===== src/hw/rtl/wsfr_pkg.sv =====
// Shared types and constants of the WebSocket frame receiver.
`default_nettype none

package wsfr_pkg;

   localparam int LENGTH_BITS = 32;
   localparam int SIZE_BITS   = 32;

   localparam logic [3:0] OPC_CONT   = 4'd0;
   localparam logic [3:0] OPC_BINARY = 4'd2;
   localparam logic [3:0] OPC_PING   = 4'd9;

   localparam logic [6:0] LEN7_EXT16 = 7'd126;
   localparam logic [6:0] LEN7_EXT64 = 7'd127;

   localparam logic [2:0] EXT16_COUNT = 3'd1;
   localparam logic [2:0] EXT64_COUNT = 3'd7;
   localparam logic [2:0] KEY_COUNT   = 3'd3;

   localparam logic ERR_UNMASKED  = 1'b0;
   localparam logic ERR_TOO_LARGE = 1'b1;

   localparam logic CSR_CLIENT_SIDE = 1'b0;
   localparam logic CSR_MAX_SIZE    = 1'b1;

   localparam logic [SIZE_BITS-1:0] MAX_SIZE_RESET = SIZE_BITS'(1024 * 1024 * 32);

   typedef enum logic [1:0] {
      KIND_DATA      = 2'd0,
      KIND_PONG      = 2'd1,
      KIND_ERROR     = 2'd2,
      KIND_EMPTY_END = 2'd3
   } kind_type;

   typedef struct packed {
      logic                 client_side;
      logic [SIZE_BITS-1:0] max_message_size;
   } cfg_type;

   typedef struct packed {
      kind_type   result_kind;
      logic [7:0] data_byte;
      logic [3:0] message_opcode;
      logic       end_of_message;
      logic       error_code;
   } rsp_type;

endpackage

`default_nettype wire


===== src/hw/rtl/wsfr_if.sv =====
// Valid/ready channel interfaces for received bytes and results.
`default_nettype none

interface wsfr_req_if;
   logic       valid;
   logic       ready;
   logic [7:0] rx_byte;

   modport source (output valid, output rx_byte, input ready);
   modport sink (input valid, input rx_byte, output ready);
endinterface

interface wsfr_rsp_if;
   logic       valid;
   logic       ready;
   logic [1:0] result_kind;
   logic [7:0] data_byte;
   logic [3:0] message_opcode;
   logic       end_of_message;
   logic       error_code;

   modport source (output valid, output result_kind, output data_byte,
                   output message_opcode, output end_of_message, output error_code,
                   input ready);
   modport sink (input valid, input result_kind, input data_byte,
                 input message_opcode, input end_of_message, input error_code,
                 output ready);
endinterface

`default_nettype wire


===== src/hw/rtl/wsfr_csr.sv =====
// Configuration registers of the WebSocket frame receiver.
`default_nettype none

module wsfr_csr
   import wsfr_pkg::*;
(
   input  wire logic                 clock,
   input  wire logic                 reset,
   input  wire logic                 csr_we,
   input  wire logic                 csr_index,
   input  wire logic [SIZE_BITS-1:0] csr_wdata,
   output cfg_type                   cfg
);

   logic                 client_side_ff;
   logic [SIZE_BITS-1:0] size_limit_ff;

   always_ff @(posedge clock) begin
      if (reset) begin
         client_side_ff <= 1'b0;
         size_limit_ff  <= MAX_SIZE_RESET;
      end else if (csr_we) begin
         case (csr_index)
            CSR_CLIENT_SIDE: client_side_ff <= csr_wdata[0];
            CSR_MAX_SIZE:    size_limit_ff  <= csr_wdata;
            default:         client_side_ff <= client_side_ff;
         endcase
      end
   end

   assign cfg.client_side      = client_side_ff;
   assign cfg.max_message_size = size_limit_ff;

endmodule

`default_nettype wire


===== src/hw/rtl/wsfr_parser.sv =====
// Frame header parser, payload unmasking and message bookkeeping.
`default_nettype none

module wsfr_parser
   import wsfr_pkg::*;
(
   input  wire logic       clock,
   input  wire logic       reset,
   input  wire logic       step,
   input  wire logic [7:0] rx_byte,
   input  wire cfg_type    cfg,
   output logic            res_valid,
   output rsp_type         res
);

   typedef enum logic [2:0] {
      PH_HDR0    = 3'd0,
      PH_HDR1    = 3'd1,
      PH_EXTLEN  = 3'd2,
      PH_MASK    = 3'd3,
      PH_PAYLOAD = 3'd4
   } phase_type;

   phase_type              phase_ff, phase_in;
   logic                   fin_ff, fin_in;
   logic [3:0]             opc_ff, opc_in;
   logic                   masked_ff, masked_in;
   logic [LENGTH_BITS-1:0] rem_ff, rem_in;
   logic [2:0]             count_ff, count_in;
   logic [31:0]            key_ff, key_in;
   logic [1:0]             mpos_ff, mpos_in;
   logic [SIZE_BITS-1:0]   msg_len_ff, msg_len_in;
   logic [3:0]             msg_opc_ff, msg_opc_in;
   logic                   halted_ff, halted_in;
   logic                   ovf_ff, ovf_in;

   logic                   is_data;
   logic [6:0]             len7;
   logic                   do_len;
   logic                   do_begin;
   logic                   rem_hi_nz;
   logic [SIZE_BITS:0]     total;
   logic [7:0]             key_byte;
   logic [LENGTH_BITS-1:0] rem_dec;

   assign is_data  = (opc_ff <= OPC_BINARY);
   assign len7     = rx_byte[6:0];
   assign key_byte = 8'(key_ff >> {~mpos_ff, 3'b000});
   assign rem_dec  = (rem_ff != '0) ? rem_ff - LENGTH_BITS'(1) : rem_ff;

   always_comb begin
      phase_in   = phase_ff;
      fin_in     = fin_ff;
      opc_in     = opc_ff;
      masked_in  = masked_ff;
      rem_in     = rem_ff;
      count_in   = count_ff;
      key_in     = key_ff;
      mpos_in    = mpos_ff;
      msg_len_in = msg_len_ff;
      msg_opc_in = msg_opc_ff;
      halted_in  = halted_ff;
      ovf_in     = ovf_ff;
      res_valid  = 1'b0;
      res        = '0;
      do_len     = 1'b0;
      do_begin   = 1'b0;
      rem_hi_nz  = 1'b0;
      total      = '0;

      if (!halted_ff) begin
         case (phase_ff)
            PH_HDR0: begin
               fin_in   = rx_byte[7];
               opc_in   = rx_byte[3:0];
               phase_in = PH_HDR1;
            end
            PH_HDR1: begin
               masked_in = rx_byte[7];
               key_in    = '0;
               mpos_in   = '0;
               rem_in    = '0;
               ovf_in    = 1'b0;
               if (is_data && !cfg.client_side && !rx_byte[7]) begin
                  halted_in       = 1'b1;
                  res_valid       = 1'b1;
                  res.result_kind = KIND_ERROR;
                  res.error_code  = ERR_UNMASKED;
               end else begin
                  if (len7 == LEN7_EXT16 || len7 == LEN7_EXT64) begin
                     count_in = (len7 == LEN7_EXT16) ? EXT16_COUNT : EXT64_COUNT;
                     phase_in = PH_EXTLEN;
                  end else begin
                     rem_in = LENGTH_BITS'(len7);
                  end
                  if (opc_ff == OPC_PING) begin
                     if (!(len7 == LEN7_EXT16 || len7 == LEN7_EXT64)) begin
                        if (rx_byte[7]) begin
                           phase_in = PH_MASK;
                           count_in = KEY_COUNT;
                        end else begin
                           phase_in = (len7 != '0) ? PH_PAYLOAD : PH_HDR0;
                        end
                     end
                     res_valid       = 1'b1;
                     res.result_kind = KIND_PONG;
                  end else if (!(len7 == LEN7_EXT16 || len7 == LEN7_EXT64)) begin
                     do_len = 1'b1;
                  end
               end
            end
            PH_EXTLEN: begin
               ovf_in = ovf_ff | ((rem_ff >> (LENGTH_BITS - 8)) != '0);
               rem_in = {rem_ff[LENGTH_BITS-9:0], rx_byte};
               if (count_ff != '0) begin
                  count_in = count_ff - 3'd1;
               end else if (opc_ff == OPC_PING) begin
                  if (ovf_in) begin
                     halted_in       = 1'b1;
                     res_valid       = 1'b1;
                     res.result_kind = KIND_ERROR;
                     res.error_code  = ERR_TOO_LARGE;
                  end else if (masked_ff) begin
                     phase_in = PH_MASK;
                     count_in = KEY_COUNT;
                  end else begin
                     phase_in = (rem_in != '0) ? PH_PAYLOAD : PH_HDR0;
                  end
               end else begin
                  do_len = 1'b1;
               end
            end
            PH_MASK: begin
               key_in = {key_ff[23:0], rx_byte};
               if (count_ff != '0) begin
                  count_in = count_ff - 3'd1;
               end else begin
                  do_begin = 1'b1;
               end
            end
            PH_PAYLOAD: begin
               mpos_in = mpos_ff + 2'd1;
               rem_in  = rem_dec;
               if (rem_dec == '0) begin
                  phase_in = PH_HDR0;
                  if (is_data && fin_ff) begin
                     res.end_of_message = 1'b1;
                     msg_len_in         = '0;
                     msg_opc_in         = OPC_CONT;
                  end
               end
               if (is_data) begin
                  res_valid          = 1'b1;
                  res.result_kind    = KIND_DATA;
                  res.data_byte      = rx_byte ^ key_byte;
                  res.message_opcode = msg_opc_ff;
               end else begin
                  res.end_of_message = 1'b0;
               end
            end
            default: begin
               phase_in = PH_HDR0;
            end
         endcase

         // length known: overflow and message size check
         if (do_len) begin
            rem_hi_nz = ((rem_in >> 32) != '0);
            total     = {1'b0, msg_len_ff} + {1'b0, SIZE_BITS'(rem_in)};
            if (ovf_in || (is_data && (rem_hi_nz || total >= {1'b0, cfg.max_message_size})))
            begin
               halted_in       = 1'b1;
               res_valid       = 1'b1;
               res.result_kind = KIND_ERROR;
               res.error_code  = ERR_TOO_LARGE;
            end else begin
               if (is_data) begin
                  msg_len_in = total[SIZE_BITS-1:0];
                  if (msg_opc_ff == OPC_CONT && opc_ff != OPC_CONT) begin
                     msg_opc_in = opc_ff;
                  end
               end
               if (masked_in) begin
                  phase_in = PH_MASK;
                  count_in = KEY_COUNT;
               end else begin
                  do_begin = 1'b1;
               end
            end
         end

         if (do_begin) begin
            mpos_in  = '0;
            phase_in = (rem_in != '0) ? PH_PAYLOAD : PH_HDR0;
            if (rem_in == '0 && is_data && fin_ff) begin
               res_valid          = 1'b1;
               res.result_kind    = KIND_EMPTY_END;
               res.message_opcode = msg_opc_in;
               res.end_of_message = 1'b1;
               msg_len_in         = '0;
               msg_opc_in         = OPC_CONT;
            end
         end
      end
   end

   always_ff @(posedge clock) begin
      if (reset) begin
         phase_ff   <= PH_HDR0;
         fin_ff     <= 1'b0;
         opc_ff     <= '0;
         masked_ff  <= 1'b0;
         rem_ff     <= '0;
         count_ff   <= '0;
         key_ff     <= '0;
         mpos_ff    <= '0;
         msg_len_ff <= '0;
         msg_opc_ff <= '0;
         halted_ff  <= 1'b0;
         ovf_ff     <= 1'b0;
      end else if (step) begin
         phase_ff   <= phase_in;
         fin_ff     <= fin_in;
         opc_ff     <= opc_in;
         masked_ff  <= masked_in;
         rem_ff     <= rem_in;
         count_ff   <= count_in;
         key_ff     <= key_in;
         mpos_ff    <= mpos_in;
         msg_len_ff <= msg_len_in;
         msg_opc_ff <= msg_opc_in;
         halted_ff  <= halted_in;
         ovf_ff     <= ovf_in;
      end
   end

   a_halted_silent: assert property (@(posedge clock) disable iff (reset)
      step && halted_ff |-> !res_valid)
      else $error("result produced while halted");

   a_error_halts: assert property (@(posedge clock) disable iff (reset)
      step && res_valid && res.result_kind == KIND_ERROR |=> halted_ff)
      else $error("error result without halt");

   a_eom_clears: assert property (@(posedge clock) disable iff (reset)
      step && res_valid && res.end_of_message |=> msg_len_ff == '0 && msg_opc_ff == OPC_CONT)
      else $error("message state not cleared at end of message");

endmodule

`default_nettype wire


===== src/hw/rtl/websocket_frame_receiver.sv =====
// Top level of the WebSocket frame receiver: input register, parser, result register.
// Takes one received byte per clock cycle unless the result side stalls. An accepted byte
// sits in the input register while the parser updates its state and forms at most
// one result, which lands in the result register; rsp_chan.valid therefore rises once
// that register is loaded. The input register refills in the same cycle
// a result is taken, so stalls on the result side hold back input only when both
// registers are full. After an error result the block drops all further bytes until
// reset. Configuration writes must happen only while no byte is in flight.
`default_nettype none

module websocket_frame_receiver
   import wsfr_pkg::*;
(
   input  wire logic                 clock,
   input  wire logic                 reset,
   wsfr_req_if.sink                  req_chan,
   wsfr_rsp_if.source                rsp_chan,
   input  wire logic                 csr_we,
   input  wire logic                 csr_index,
   input  wire logic [SIZE_BITS-1:0] csr_wdata
);

   cfg_type    cfg;
   logic       in_valid_ff;
   logic [7:0] in_byte_ff;
   logic       out_valid_ff;
   rsp_type    out_ff;
   logic       advance;
   logic       res_valid;
   rsp_type    res;

   wsfr_csr u_csr (
      .clock     (clock),
      .reset     (reset),
      .csr_we    (csr_we),
      .csr_index (csr_index),
      .csr_wdata (csr_wdata),
      .cfg       (cfg)
   );

   wsfr_parser u_parser (
      .clock     (clock),
      .reset     (reset),
      .step      (advance),
      .rx_byte   (in_byte_ff),
      .cfg       (cfg),
      .res_valid (res_valid),
      .res       (res)
   );

   assign advance        = in_valid_ff && (!out_valid_ff || rsp_chan.ready);
   assign req_chan.ready = !in_valid_ff || advance;

   always_ff @(posedge clock) begin
      if (reset) begin
         in_valid_ff  <= 1'b0;
         out_valid_ff <= 1'b0;
      end else begin
         if (req_chan.valid && req_chan.ready) begin
            in_valid_ff <= 1'b1;
         end else if (advance) begin
            in_valid_ff <= 1'b0;
         end
         if (advance) begin
            out_valid_ff <= res_valid;
         end else if (rsp_chan.ready) begin
            out_valid_ff <= 1'b0;
         end
      end
   end

   always_ff @(posedge clock) begin
      if (req_chan.valid && req_chan.ready) begin
         in_byte_ff <= req_chan.rx_byte;
      end
      if (advance && res_valid) begin
         out_ff <= res;
      end
   end

   assign rsp_chan.valid          = out_valid_ff;
   assign rsp_chan.result_kind    = out_ff.result_kind;
   assign rsp_chan.data_byte      = out_ff.data_byte;
   assign rsp_chan.message_opcode = out_ff.message_opcode;
   assign rsp_chan.end_of_message = out_ff.end_of_message;
   assign rsp_chan.error_code     = out_ff.error_code;

endmodule

`default_nettype wire

===== src/flat_wrapper.sv =====
// flat-port wrapper written by rule: the top's interface ports become plain ports
module websocket_frame_receiver_flat import wsfr_pkg::*;
  (clock, reset, csr_we, csr_index, csr_wdata, req_chan_valid, req_chan_rx_byte, req_chan_ready, rsp_chan_valid, rsp_chan_result_kind, rsp_chan_data_byte, rsp_chan_message_opcode, rsp_chan_end_of_message, rsp_chan_error_code, rsp_chan_ready);
  wsfr_req_if req_chan_i ();
  wsfr_rsp_if rsp_chan_i ();
  input  wire logic clock;
  input  wire logic reset;
  input  wire logic csr_we;
  input  wire logic csr_index;
  input  wire logic [SIZE_BITS-1:0] csr_wdata;
  input wire logic [$bits(req_chan_i.valid)-1:0] req_chan_valid;
  input wire logic [$bits(req_chan_i.rx_byte)-1:0] req_chan_rx_byte;
  output wire logic [$bits(req_chan_i.ready)-1:0] req_chan_ready;
  output wire logic [$bits(rsp_chan_i.valid)-1:0] rsp_chan_valid;
  output wire logic [$bits(rsp_chan_i.result_kind)-1:0] rsp_chan_result_kind;
  output wire logic [$bits(rsp_chan_i.data_byte)-1:0] rsp_chan_data_byte;
  output wire logic [$bits(rsp_chan_i.message_opcode)-1:0] rsp_chan_message_opcode;
  output wire logic [$bits(rsp_chan_i.end_of_message)-1:0] rsp_chan_end_of_message;
  output wire logic [$bits(rsp_chan_i.error_code)-1:0] rsp_chan_error_code;
  input wire logic [$bits(rsp_chan_i.ready)-1:0] rsp_chan_ready;
  assign req_chan_i.valid = req_chan_valid;
  assign req_chan_i.rx_byte = req_chan_rx_byte;
  assign req_chan_ready = req_chan_i.ready;
  assign rsp_chan_valid = rsp_chan_i.valid;
  assign rsp_chan_result_kind = rsp_chan_i.result_kind;
  assign rsp_chan_data_byte = rsp_chan_i.data_byte;
  assign rsp_chan_message_opcode = rsp_chan_i.message_opcode;
  assign rsp_chan_end_of_message = rsp_chan_i.end_of_message;
  assign rsp_chan_error_code = rsp_chan_i.error_code;
  assign rsp_chan_i.ready = rsp_chan_ready;
  websocket_frame_receiver u_core (.clock(clock), .reset(reset), .req_chan(req_chan_i), .rsp_chan(rsp_chan_i), .csr_we(csr_we), .csr_index(csr_index), .csr_wdata(csr_wdata));
endmodule

===== config.mk =====
export PLATFORM = sky130hd
export DESIGN_NAME = websocket_frame_receiver_flat
export DESIGN_NICKNAME = d
export VERILOG_FILES = /design/src/hw/rtl/wsfr_pkg.sv /design/src/hw/rtl/wsfr_if.sv /design/src/hw/rtl/wsfr_csr.sv /design/src/hw/rtl/wsfr_parser.sv /design/src/hw/rtl/websocket_frame_receiver.sv /design/src/flat_wrapper.sv
export SDC_FILE = /design/constraint.sdc
export NUM_CORES = 1
export LEC_CHECK = 0
export BUFFER_PORTS_ARGS = -buffer_cell sky130_fd_sc_hd__buf_2
export CAP_MARGIN = 10
export CORE_MARGIN = 5
export CORE_UTILIZATION = 45
export DETAILED_ROUTE_END_ITERATION = 8
export GPL_TIMING_DRIVEN = 1
export PLACE_DENSITY = 0.74
export SLEW_MARGIN = 20
export SYNTH_ARGS = -nofsm -noshare
export SYNTH_HDL_FRONTEND = slang
export SYNTH_SLANG_ARGS = --single-unit

===== constraint.sdc =====
create_clock -name clock -period 8.19 [get_ports clock]
set_clock_uncertainty 0.1 [all_clocks]
set_input_delay 1.2285 -clock clock [delete_from_list [all_inputs] [get_ports clock]]
set_output_delay 1.2285 -clock clock [all_outputs]
set_load 0.005 [all_outputs]

Word-level counts from Yosys, hierarchy flattened. Cells that the tools add are included.

Flip-flop bits (word level): 175. Input port bits: 46. Output and inout port bits: 18. Logic and storage cells: 199.

Add/subtract/negate cells: 4. Magnitude comparators: 2. Eq/ne operators: 7. Shift operators: 1. Muxes and demuxes: 116. Bitwise logic cells: 7. Reduce and logical (&&, ||, !) cells: 40.

Operators with widths (number): $mux W32 (10); $reduce_bool A32 Y1 (4); $pmux W32 S3 (1); $mux W3 (31); $logic_not A32 Y1 (2); $pmux W32 S2 (1); $mux W1 (41); $mux W4 (10); $add A32 B32 Y33 (1); $ge A33 B32 Y1 (1); $shr A32 B5 Y8 (1); $sub A32 B1 Y32 const B (1); $mux W2 (9); $mux W5 (3); $pmux W3 S5 (1); $eq A7 B7 Y1 const B (2); $mux W7 (2); $logic_and A1 B1 Y1 (10); $pmux W3 S3 (1); $reduce_and A3 Y1 (3); $xor A8 B8 Y8 (1); $reduce_bool A7 Y1 (1); $eq A3 B2 Y1 const B (2); $pmux W1 S2 (3); other kinds (21) (35).

Longest topological paths before layout. Gate-level depths: netlist of run 1.

Depth in word-level cells: 16. Depth in mapped cells: 34. Mapped depth without buffers: 30.

Hierarchy. From an unflattened synthesis of run 1, not the netlist that was laid out.

Cell total of the unflattened synthesis: 1480. Area, all modules: 12132.9 sq um.

By module, submodules not included: wsfr_parser (instances 1, cells each 1293, area each 9728.1 sq um, seq. area each 2322.2 sq um); wsfr_csr (instances 1, cells each 152, area each 1581.5 sq um, seq. area each 660.6 sq um); websocket_frame_receiver (instances 1, cells each 35, area each 823.3 sq um, seq. area each 760.7 sq um).

Least setup slack after synthesis of run 1. OpenSTA, ideal clock, no wires.

Path type: register to register. Start: register u_core.u_parser.rem_ff[0]. End: register u_core.out_ff (netlist bit u_core.rsp_chan.data_byte[0]), enable pin. Setup time: 0.399 ns. Data arrival time: 7.225 ns. Data required time: 7.691 ns. Slack: 0.466 ns. Stages on the path, launching flop included: 33. Path buffers: 2. Clock period less this slack: 7.724 ns. Cell sequence: dfxtp_1 -> clkbuf_1 -> inv_1 -> ha_1 -> or4b_2 -> or4_4 -> buf_6 -> nor2_1 -> nor3_1 -> a211oi_1 -> inv_1 -> ha_1 -> inv_1 -> fa_1 -> nor2b_1 -> o31a_1 -> o211ai_1 -> a21oi_1 -> o2111ai_1 -> nand2_1 -> o41ai_1 -> xnor2_1 -> ha_1 -> nand2_1 -> nor2_1 -> and3_1 -> a31o_2 -> a221o_1 -> nor4b_1 -> nor2_1 -> and4bb_2 -> nor2_1 -> a31oi_1.

Longest elaborated chain between the ends: 14. Elaborated cells on any way between the ends: 21. Those cells by class: add/sub: 2; order compare: 1; mux: 11; reduce/logical: 7.

Ends and longest elaborated chain: from (decl) (RTL line wsfr_parser.sv:28) `logic [LENGTH_BITS-1:0] rem_ff, rem_in;`; from (signal assigned) (RTL line wsfr_parser.sv:226) `rem_ff <= rem_in;`; $sub A32 B1 Y32 or $reduce_bool A32 Y1 (tied branches) (RTL line wsfr_parser.sv:49) `assign rem_dec = (rem_ff != '0) ? rem_ff - LENGTH_BITS'(1) : rem_ff;`; $mux W32 (RTL line wsfr_parser.sv:49); $pmux W32 S3 * (RTL line wsfr_parser.sv:72) `case (phase_ff)`; $mux W32 * (RTL line wsfr_parser.sv:71) `if (!halted_ff) begin`; $add A32 B32 Y33 (RTL line wsfr_parser.sv:169) `total = {1'b0, msg_len_ff} + {1'b0, SIZE_BITS'(rem_in)};`; $ge A33 B32 Y1 (RTL line wsfr_parser.sv:170) `if (ovf_in || (is_data && (rem_hi_nz || total >= {1'b0, cfg.max_message_size})))`; $logic_and A1 B1 Y1 (RTL line wsfr_parser.sv:170); $logic_or A1 B1 Y1 (RTL line wsfr_parser.sv:170); $mux W1 (RTL line wsfr_parser.sv:170); $mux W1 (RTL line wsfr_parser.sv:167) `if (do_len) begin`; $mux W1, on equally long branches (RTL line wsfr_parser.sv:195, wsfr_parser.sv:71); $mux W1 * (RTL line wsfr_parser.sv:192) `if (do_begin) begin`; $mux W1 * (RTL line wsfr_parser.sv:71); $logic_and A1 B1 Y1 * (RTL line websocket_frame_receiver.sv:76) `if (advance && res_valid) begin`; to (signal assigned) (RTL line websocket_frame_receiver.sv:77) `out_ff <= res;`; to (decl) (RTL line websocket_frame_receiver.sv:27) `rsp_type out_ff;`.

Mark *: on every way between the ends. The rest lies on a longest branch, timed or not. The select of a mux whose other input is x is not followed. A chain may end at the register's enable or synchronous reset.

Worst setup path in the final report of run 1.
Start: register u_core.u_parser.rem_ff[1]. End: register u_core.out_ff (netlist bit u_core.rsp_chan.message_opcode[3]) (data pin).

Longest elaborated chain between the ends: 12. Elaborated cells on any way between the ends: 24. Those cells by class: add/sub: 2; order compare: 1; mux: 14; reduce/logical: 7.

Ends and longest elaborated chain (RTL line): $sub A32 B1 Y32 or $reduce_bool A32 Y1 (tied branches) (wsfr_parser.sv:49); $mux W32 (wsfr_parser.sv:49); $pmux W32 S3 (wsfr_parser.sv:72); $mux W32 (wsfr_parser.sv:71); $add A32 B32 Y33 (wsfr_parser.sv:169); $ge A33 B32 Y1 (wsfr_parser.sv:170); $logic_and A1 B1 Y1 (wsfr_parser.sv:170); $logic_or A1 B1 Y1 (wsfr_parser.sv:170); $mux W4 or $mux W1 (tied branches) (wsfr_parser.sv:170); $mux W4 or $mux W1 (tied branches) (wsfr_parser.sv:167); $mux W5 or $mux W1 (tied branches) (wsfr_parser.sv:195, wsfr_parser.sv:71); $mux W5 * (wsfr_parser.sv:192).

Marks and branches as above.

==> results of run 1 <==
==> metal layers <==
metal,track usage (%),share of wire (%),vias to the layer above
li1,-,-,6190
met1,34.8,41,6178
met2,40.5,44,796
met3,4.88,10,167
met4,10.7,4.5,0
met5,0,0,-
==> stage by stage <==
stage                     setup WS [ns]  cell area (um2)  hold slack, ns  power, mW  cells
after floorplan                   0.466            12700           0.329       1.44   1667
after global placement            0.415            13500           0.335       1.67   2045
after detailed placement          0.255            13500           0.345       1.68   2045
after CTS                        0.0787            14100           0.356       2.51   2077
after global routing             0.0183            14100           0.374       2.63   2077
final                             0.365            14100           0.355       2.54   2077
==> what timing repair did <==
action / in CTS / in global routing
hold buffers: 0 / 0
endpoints found under the setup margin: 0 / 54
gates resized for setup: 0 / 8
==> power by group <==
| group | internal (mW) | leakage [nW] | total (mW) | switching, mW |
|---|---|---|---|---|
| clock | 0.424 | 0.289 | 0.844 | 0.420 |
| sequential | 0.897 | 1.46 | 0.931 | 0.0338 |
| combinational | 0.277 | 3.83 | 0.761 | 0.483 |
| total | 1.60 | 5.58 | 2.54 | 0.938 |
==> final cells by class <==
class	instances	area share, %
Clock buffer	19	3.21
Clock inverter	13	1.01
Inverter	59	1.57
Multi-Input combinational cell	1303	58.4
Sequential cell	175	26.5
Tap cell	378	3.35
Timing Repair Buffer	130	5.99
==> worst max-delay path by stage <==
stage                                         to  slack, ns  cells past startpoint
2_1_floorplan       u_core.rsp_chan.data_byte[0]       0.47                     32
3_3_place_gp   u_core.rsp_chan.message_opcode[3]       0.41                     30
3_5_place_dp   u_core.rsp_chan.message_opcode[3]       0.25                     30
4_1_cts            u_core.u_parser.msg_len_ff[0]       0.08                     31
5_1_grt        u_core.rsp_chan.message_opcode[3]       0.02                     30
6_report       u_core.rsp_chan.message_opcode[3]       0.37                     30
==> synth_stat cells, drive strengths merged, types with 6 or more instances <==
master   count  area (um2)
mux4         8         180
nand4       22         138
and3        30         188
o2111ai      6        58.8
ha          68         851
dfxtp      151        3020
a211oi      16         120
or2          9        56.3
o21ai       77         389
nand2      212         796
a211o        8        70.1
nor4        33         231
buf         17         101
nor3        43         225
o211a        7        70.1
a221oi       6        52.6
o31ai        6        45.0
inv         59         221
o211ai      18         135
a41oi        6        52.6
a31oi       13        81.3
a32oi       30         263
a21oi      163         816
nand2b      19         119
xnor2       38         333
xor2        10        87.6
o21bai       7        52.6
clkbuf     113         424
edfxtp      24         721
nor3b       10        75.1
nand3       79         395
or4         14         109
a311oi       7        61.3
a21o        28         210
or3         11        68.8
o311ai       8        70.1
o21a         9        67.6
nor2       149         559
a22oi        9        67.6
o22ai        8        50.1
mux2i        6        60.1
nor2b       22         138
==> flip-flops by register name (all words and copies together) (netlist names), 3 cells and up <==
signal,cells
u_core.u_csr.size_limit_ff,32
u_core.u_parser.key_ff,32
u_core.u_parser.opc_ff,4
u_core.u_parser.phase_ff,3
u_core.u_parser.msg_opc_ff,4
u_core.rsp_chan.data_byte,8
u_core.u_parser.rem_ff,32
u_core.u_parser.msg_len_ff,32
u_core.in_byte_ff,8
u_core.rsp_chan.message_opcode,4
u_core.u_parser.count_ff,3
==> worst register-to-register path, delay by kind of cell, from the launching register on <==
family,cells,cell delay [ns]
simple gates,13,3.28
flops,1,0.40
buf+inv,3,0.36
xor+xnor,1,0.24
compound gates,9,2.28
fa+ha+maj,4,0.94
==> logic make-up (layout without fill, tap and decap cells) <==
family / after synthesis / after routing / share of synthesized area [%]
DFF: 175 / 175 / 29.6
AOI/OAI and AO/OA: 487 / 487 / 25.7
and+or+nand+nor: 684 / 684 / 26.7
adders and majority gates: 69 / 69 / 6.88
buffers and inverters: 189 / 221 / 5.90
xor gates and xnor gates: 48 / 48 / 3.32
muxes: 15 / 15 / 1.99
==> impl_metrics.yaml, run 1 <==
pwr:
  p_leak_nw: 5.58
  ir_worst_vdd_v: 0.000105
  power.density_nw_per_um2: 180
global_route:
  grt_max_degree: 56
  antenna_found_initial: 0
  grt_pass1_wl_um: 65900
  grt_usage_pct: 25.8
  overflow: 0
  grt_pass1_vias: 12300
drt:
  ant_nets: 0
  drtPass1Iterations: 8
  viasPerCell: 6.42
  drc: 0
  drt-total-wl_um: 41500
  vias: 13300
  wl_per_cell_um: 20.0
  drt_iter0_markers: 1927
cells_and_area:
  final-seq-area_um2: 3740
  mostFrequentLayoutCells: "nand2_1, a21oi_1, dfxtp_1"
  nFillCells: 2680
  final_common_cell: "nand2_1"
  finalCoreUtilization_pct: 50.8
  fin_nets: 1801
  area_growth_pct: 11.5
  antenna_cells: 0
  drive_above_1_share_pct: 12.9
  multiInputGateArea_um2: 8240
timing:
  maxSlewViolCount: 0
  setup_viol: 0
  worst_slew_pin_slew_ns: 1.13
  rsz0062_at_grt: "false"
  relSlewSlack_pct: 24.0
  setup_tns_ns: 0
  post-route-period-util_pct: 95.5
  hold_viol_final: 0
  fin_crit_ns: 7.82
  fmax_mhz: 128
die:
  fp.dieH_um: 178
  core_um2: 27800
  initial_core_util_pct: 45.6
  dieArea_um2: 31600
  rows: 61
  die_w_um: 178
  io_pins: 64
critical_path:
  worstSetupStartpointType: "flip-flop"
  r2r_slack_ns: 0.37
  r2r-end: "u_core.rsp_chan.message_opcode[3]"
  critPathKind: "reg -> reg"
  end_kind: "flip-flop"
  r2r.worst_path.cells: 30
  crit-reg2reg-launch: "u_core.u_parser.rem_ff[1]"
  required_ns: 8.29
  critPathMaxStageDelay_ns: 0.65
  worst-path-max-fanout: 9
  cp_top_family: "simple AND/OR/NAND/NOR gates"
  startpoint: "u_core.u_parser.rem_ff[1]"
  arrival_ns: 7.92
  cp_slowest_cell: "or4b_2"
  critical_path_buf_inv_count: 3
logic_synthesis:
  synth_edf_count: 24
  ys_seq_area_share_pct: 29.6
  ys_async_sr_fraction_pct: 0
  syn_area_per_cell_um2: 7.60
  synth_cells: 1667
  netlist_area_um2: 12700
  yosysUniqueCellTypes: 87
  synthFlopType: "dfxtp_1"
  yosys_warnings: 0
  syn-num-nets: 1782
  ys_ff_latch: 175
outcome:
  status: "complete, no violations"
flow_run:
  maxCapViolations: 0
place:
  place.gp.congestion: 1.03
  dp_hpwl_um: 29600
  portBuffers: 63
clocking:
  cts_setup_buffers: 0
  cts_htree_levels: 4
  worstSkewPairLatency_ns: 0.45
  cts_root_buf: "clkbuf_16"
  clock_sinks: 175
  cts_tree: "built"
  clk_path_buf_depth: 2
  cts_inserted_buffers: 17
  clk_pin_slew_ns: 0.08
min_path:
  worstHoldStart: "u_core.u_parser.key_ff[28]"
  min_to: "u_core.u_parser.key_ff[28]"
  whs_path_depth: 2
  hold_path_class: "reg -> reg"
(Power assumes the default switching activity.)
==> run 2: changes to the inputs <==
--- a/config.mk
+++ b/config.mk
@@ -9,9 +9,11 @@
 export CAP_MARGIN = 10
 export CORE_MARGIN = 5
 export CORE_UTILIZATION = 45
+export CTS_CLUSTER_DIAMETER = 30
 export DETAILED_ROUTE_END_ITERATION = 8
 export GPL_TIMING_DRIVEN = 1
 export PLACE_DENSITY = 0.74
+export REMOVE_ABC_BUFFERS = 1
 export SLEW_MARGIN = 20
 export SYNTH_ARGS = -nofsm -noshare
 export SYNTH_HDL_FRONTEND = slang
==> run 2 against run 1 <==
Via count increased by 0.20%. Worst setup slack improved by 0.042 ns. Global-route usage increased by 0.62 points. Sequential share of layout area decreased by 0.27 points. Clock power increased by 4.0%.
==> impl_metrics.yaml, run 2 (synthesis results as in run 1) <==
pwr:
  power.density_nw_per_um2: 180
  ir_worst_vdd_v: 0.000126
  p_leak_nw: 5.68
  power.total_mw: 2.58
critical_path:
  worst-path-max-fanout: 9
  cp_slowest_cell: "or4b_2"
  required_ns: 8.30
  r2r-end: "u_core.rsp_chan.message_opcode[3]"
  end_kind: "flip-flop"
  arrival_ns: 7.89
  critPathKind: "reg -> reg"
  worstSetupStartpointType: "flip-flop"
  r2r_slack_ns: 0.41
  critPathMaxStageDelay_ns: 0.64
  crit-reg2reg-launch: "u_core.u_parser.rem_ff[1]"
  r2r.worst_path.cells: 30
  crit_end: "u_core.rsp_chan.message_opcode[3]"
  startpoint: "u_core.u_parser.rem_ff[1]"
clocking:
  cts_setup_buffers: 0
  worstSkewPairLatency_ns: 0.46
  cts_inserted_buffers: 17
  cts_htree_levels: 4
  clock_sinks: 175
  cts_tree: "built"
  clk_pin_slew_ns: 0.09
  clk_path_buf_depth: 2
  cts_root_buf: "clkbuf_16"
die:
  core_um2: 27800
  io_pins: 64
  fp.dieH_um: 178
  dieArea_um2: 31600
  die_w_um: 178
  initial_core_util_pct: 45.6
  rows: 61
place:
  place.gp.congestion: 1.01
  place_area_um2: 13600
  dp_hpwl_um: 30800
  dp_slack_ns: 0.372
  portBuffers: 63
cells_and_area:
  multiInputGateArea_um2: 8230
  final_common_cell: "nand2_1"
  drive_above_1_share_pct: 13.8
  final_area_um2: 14300
  nFillCells: 2715
  mostFrequentLayoutCells: "nand2_1, a21oi_1, dfxtp_1"
  antenna_cells: 0
  final-seq-area_um2: 3740
  finalCoreUtilization_pct: 51.4
  fin_nets: 1817
  area_growth_pct: 12.7
drt:
  vias: 13400
  viasPerCell: 6.38
  drc: 0
  drt_iter0_markers: 1786
  drt-total-wl_um: 42400
  wl_per_cell_um: 20.2
  ant_nets: 0
  drtPass1Iterations: 8
timing:
  rsz0062_at_grt: "false"
  setup_viol: 0
  setup_slack_ns: 0.407
  fin_crit_ns: 7.78
  fmax_mhz: 128
  maxSlewViolCount: 0
  worst_slew_pin_slew_ns: 1.13
  hold_viol_final: 0
  post-route-period-util_pct: 95.0
  relSlewSlack_pct: 23.8
global_route:
  grt_pass1_vias: 12400
  grt_pass1_wl_um: 67300
  overflow: 0
  grt_usage_pct: 26.4
  grt_max_degree: 87
  antenna_found_initial: 0
min_path:
  hold_path_class: "reg -> reg"
flow_run:
  maxCapViolations: 0
outcome:
  status: "complete, no violations"
==> run 2: worst min path at each step <==
stage / endpoint / cells past startpoint / start
2_1_floorplan: u_core.u_parser.key_ff[24] / 2 / u_core.u_parser.key_ff[24]
3_3_place_gp: u_core.u_parser.key_ff[29] / 2 / u_core.u_parser.key_ff[29]
3_5_place_dp: u_core.u_csr.size_limit_ff[7] / 2 / u_core.u_csr.size_limit_ff[7]
4_1_cts: u_core.u_csr.size_limit_ff[7] / 2 / u_core.u_csr.size_limit_ff[7]
5_1_grt: u_core.u_csr.size_limit_ff[6] / 2 / u_core.u_csr.size_limit_ff[6]
6_report: u_core.u_csr.size_limit_ff[7] / 2 / u_core.u_csr.size_limit_ff[7]
==> run 2: power by group <==
| part | internal (mW) | switching (mW) |
|---|---|---|
| combinational | 0.283 | 0.485 |
| clock | 0.426 | 0.452 |
| sequential | 0.897 | 0.0333 |
| total | 1.61 | 0.970 |
==> run 2: timing repair <==
action / CTS / global route
endpoints found under the setup margin: 0 / 44
hold buffers: 0 / 0
resized for setup: 0 / 6
==> run 2: worst max-delay path, delay by kind of cell (launching register included) <==
kind,cells,cell delay [ns]
AOI/OAI and AO/OA,9,2.02
xor gates and xnor gates,1,0.24
adders and majority gates,4,0.92
buffers and inverters,3,0.38
DFF,1,0.40
and+or+nand+nor,13,3.50
==> run 2: final cells by class <==
cell class,count,area share (%)
tap,378,3.31
sequential,175,26.2
multi-input combinational,1303,57.7
clock inverter,15,1.38
clock buffer,17,2.98
timing repair buffer,146,6.86
inverter,59,1.55
==> run 2: layer usage <==
layer | track usage [%] | part of all wire, % | wire length (um)
met4 | 9.31 | 3.5 | 1500
met5 | 0 | 0 | 0
met1 | 36.0 | 42 | 17800
met2 | 41.9 | 46 | 19300
met3 | 4.90 | 9.1 | 3840
==> run 2: through the flow <==
stage          setup TNS (ns)  instances  hold WS (ns)
3_3_place_gp                0       2061         0.336
5_1_grt                     0       2093         0.378
6_report                    0       2093         0.357
2_1_floorplan           -1.10       1537         0.323
4_1_cts                     0       2093         0.357
3_5_place_dp                0       2061         0.346
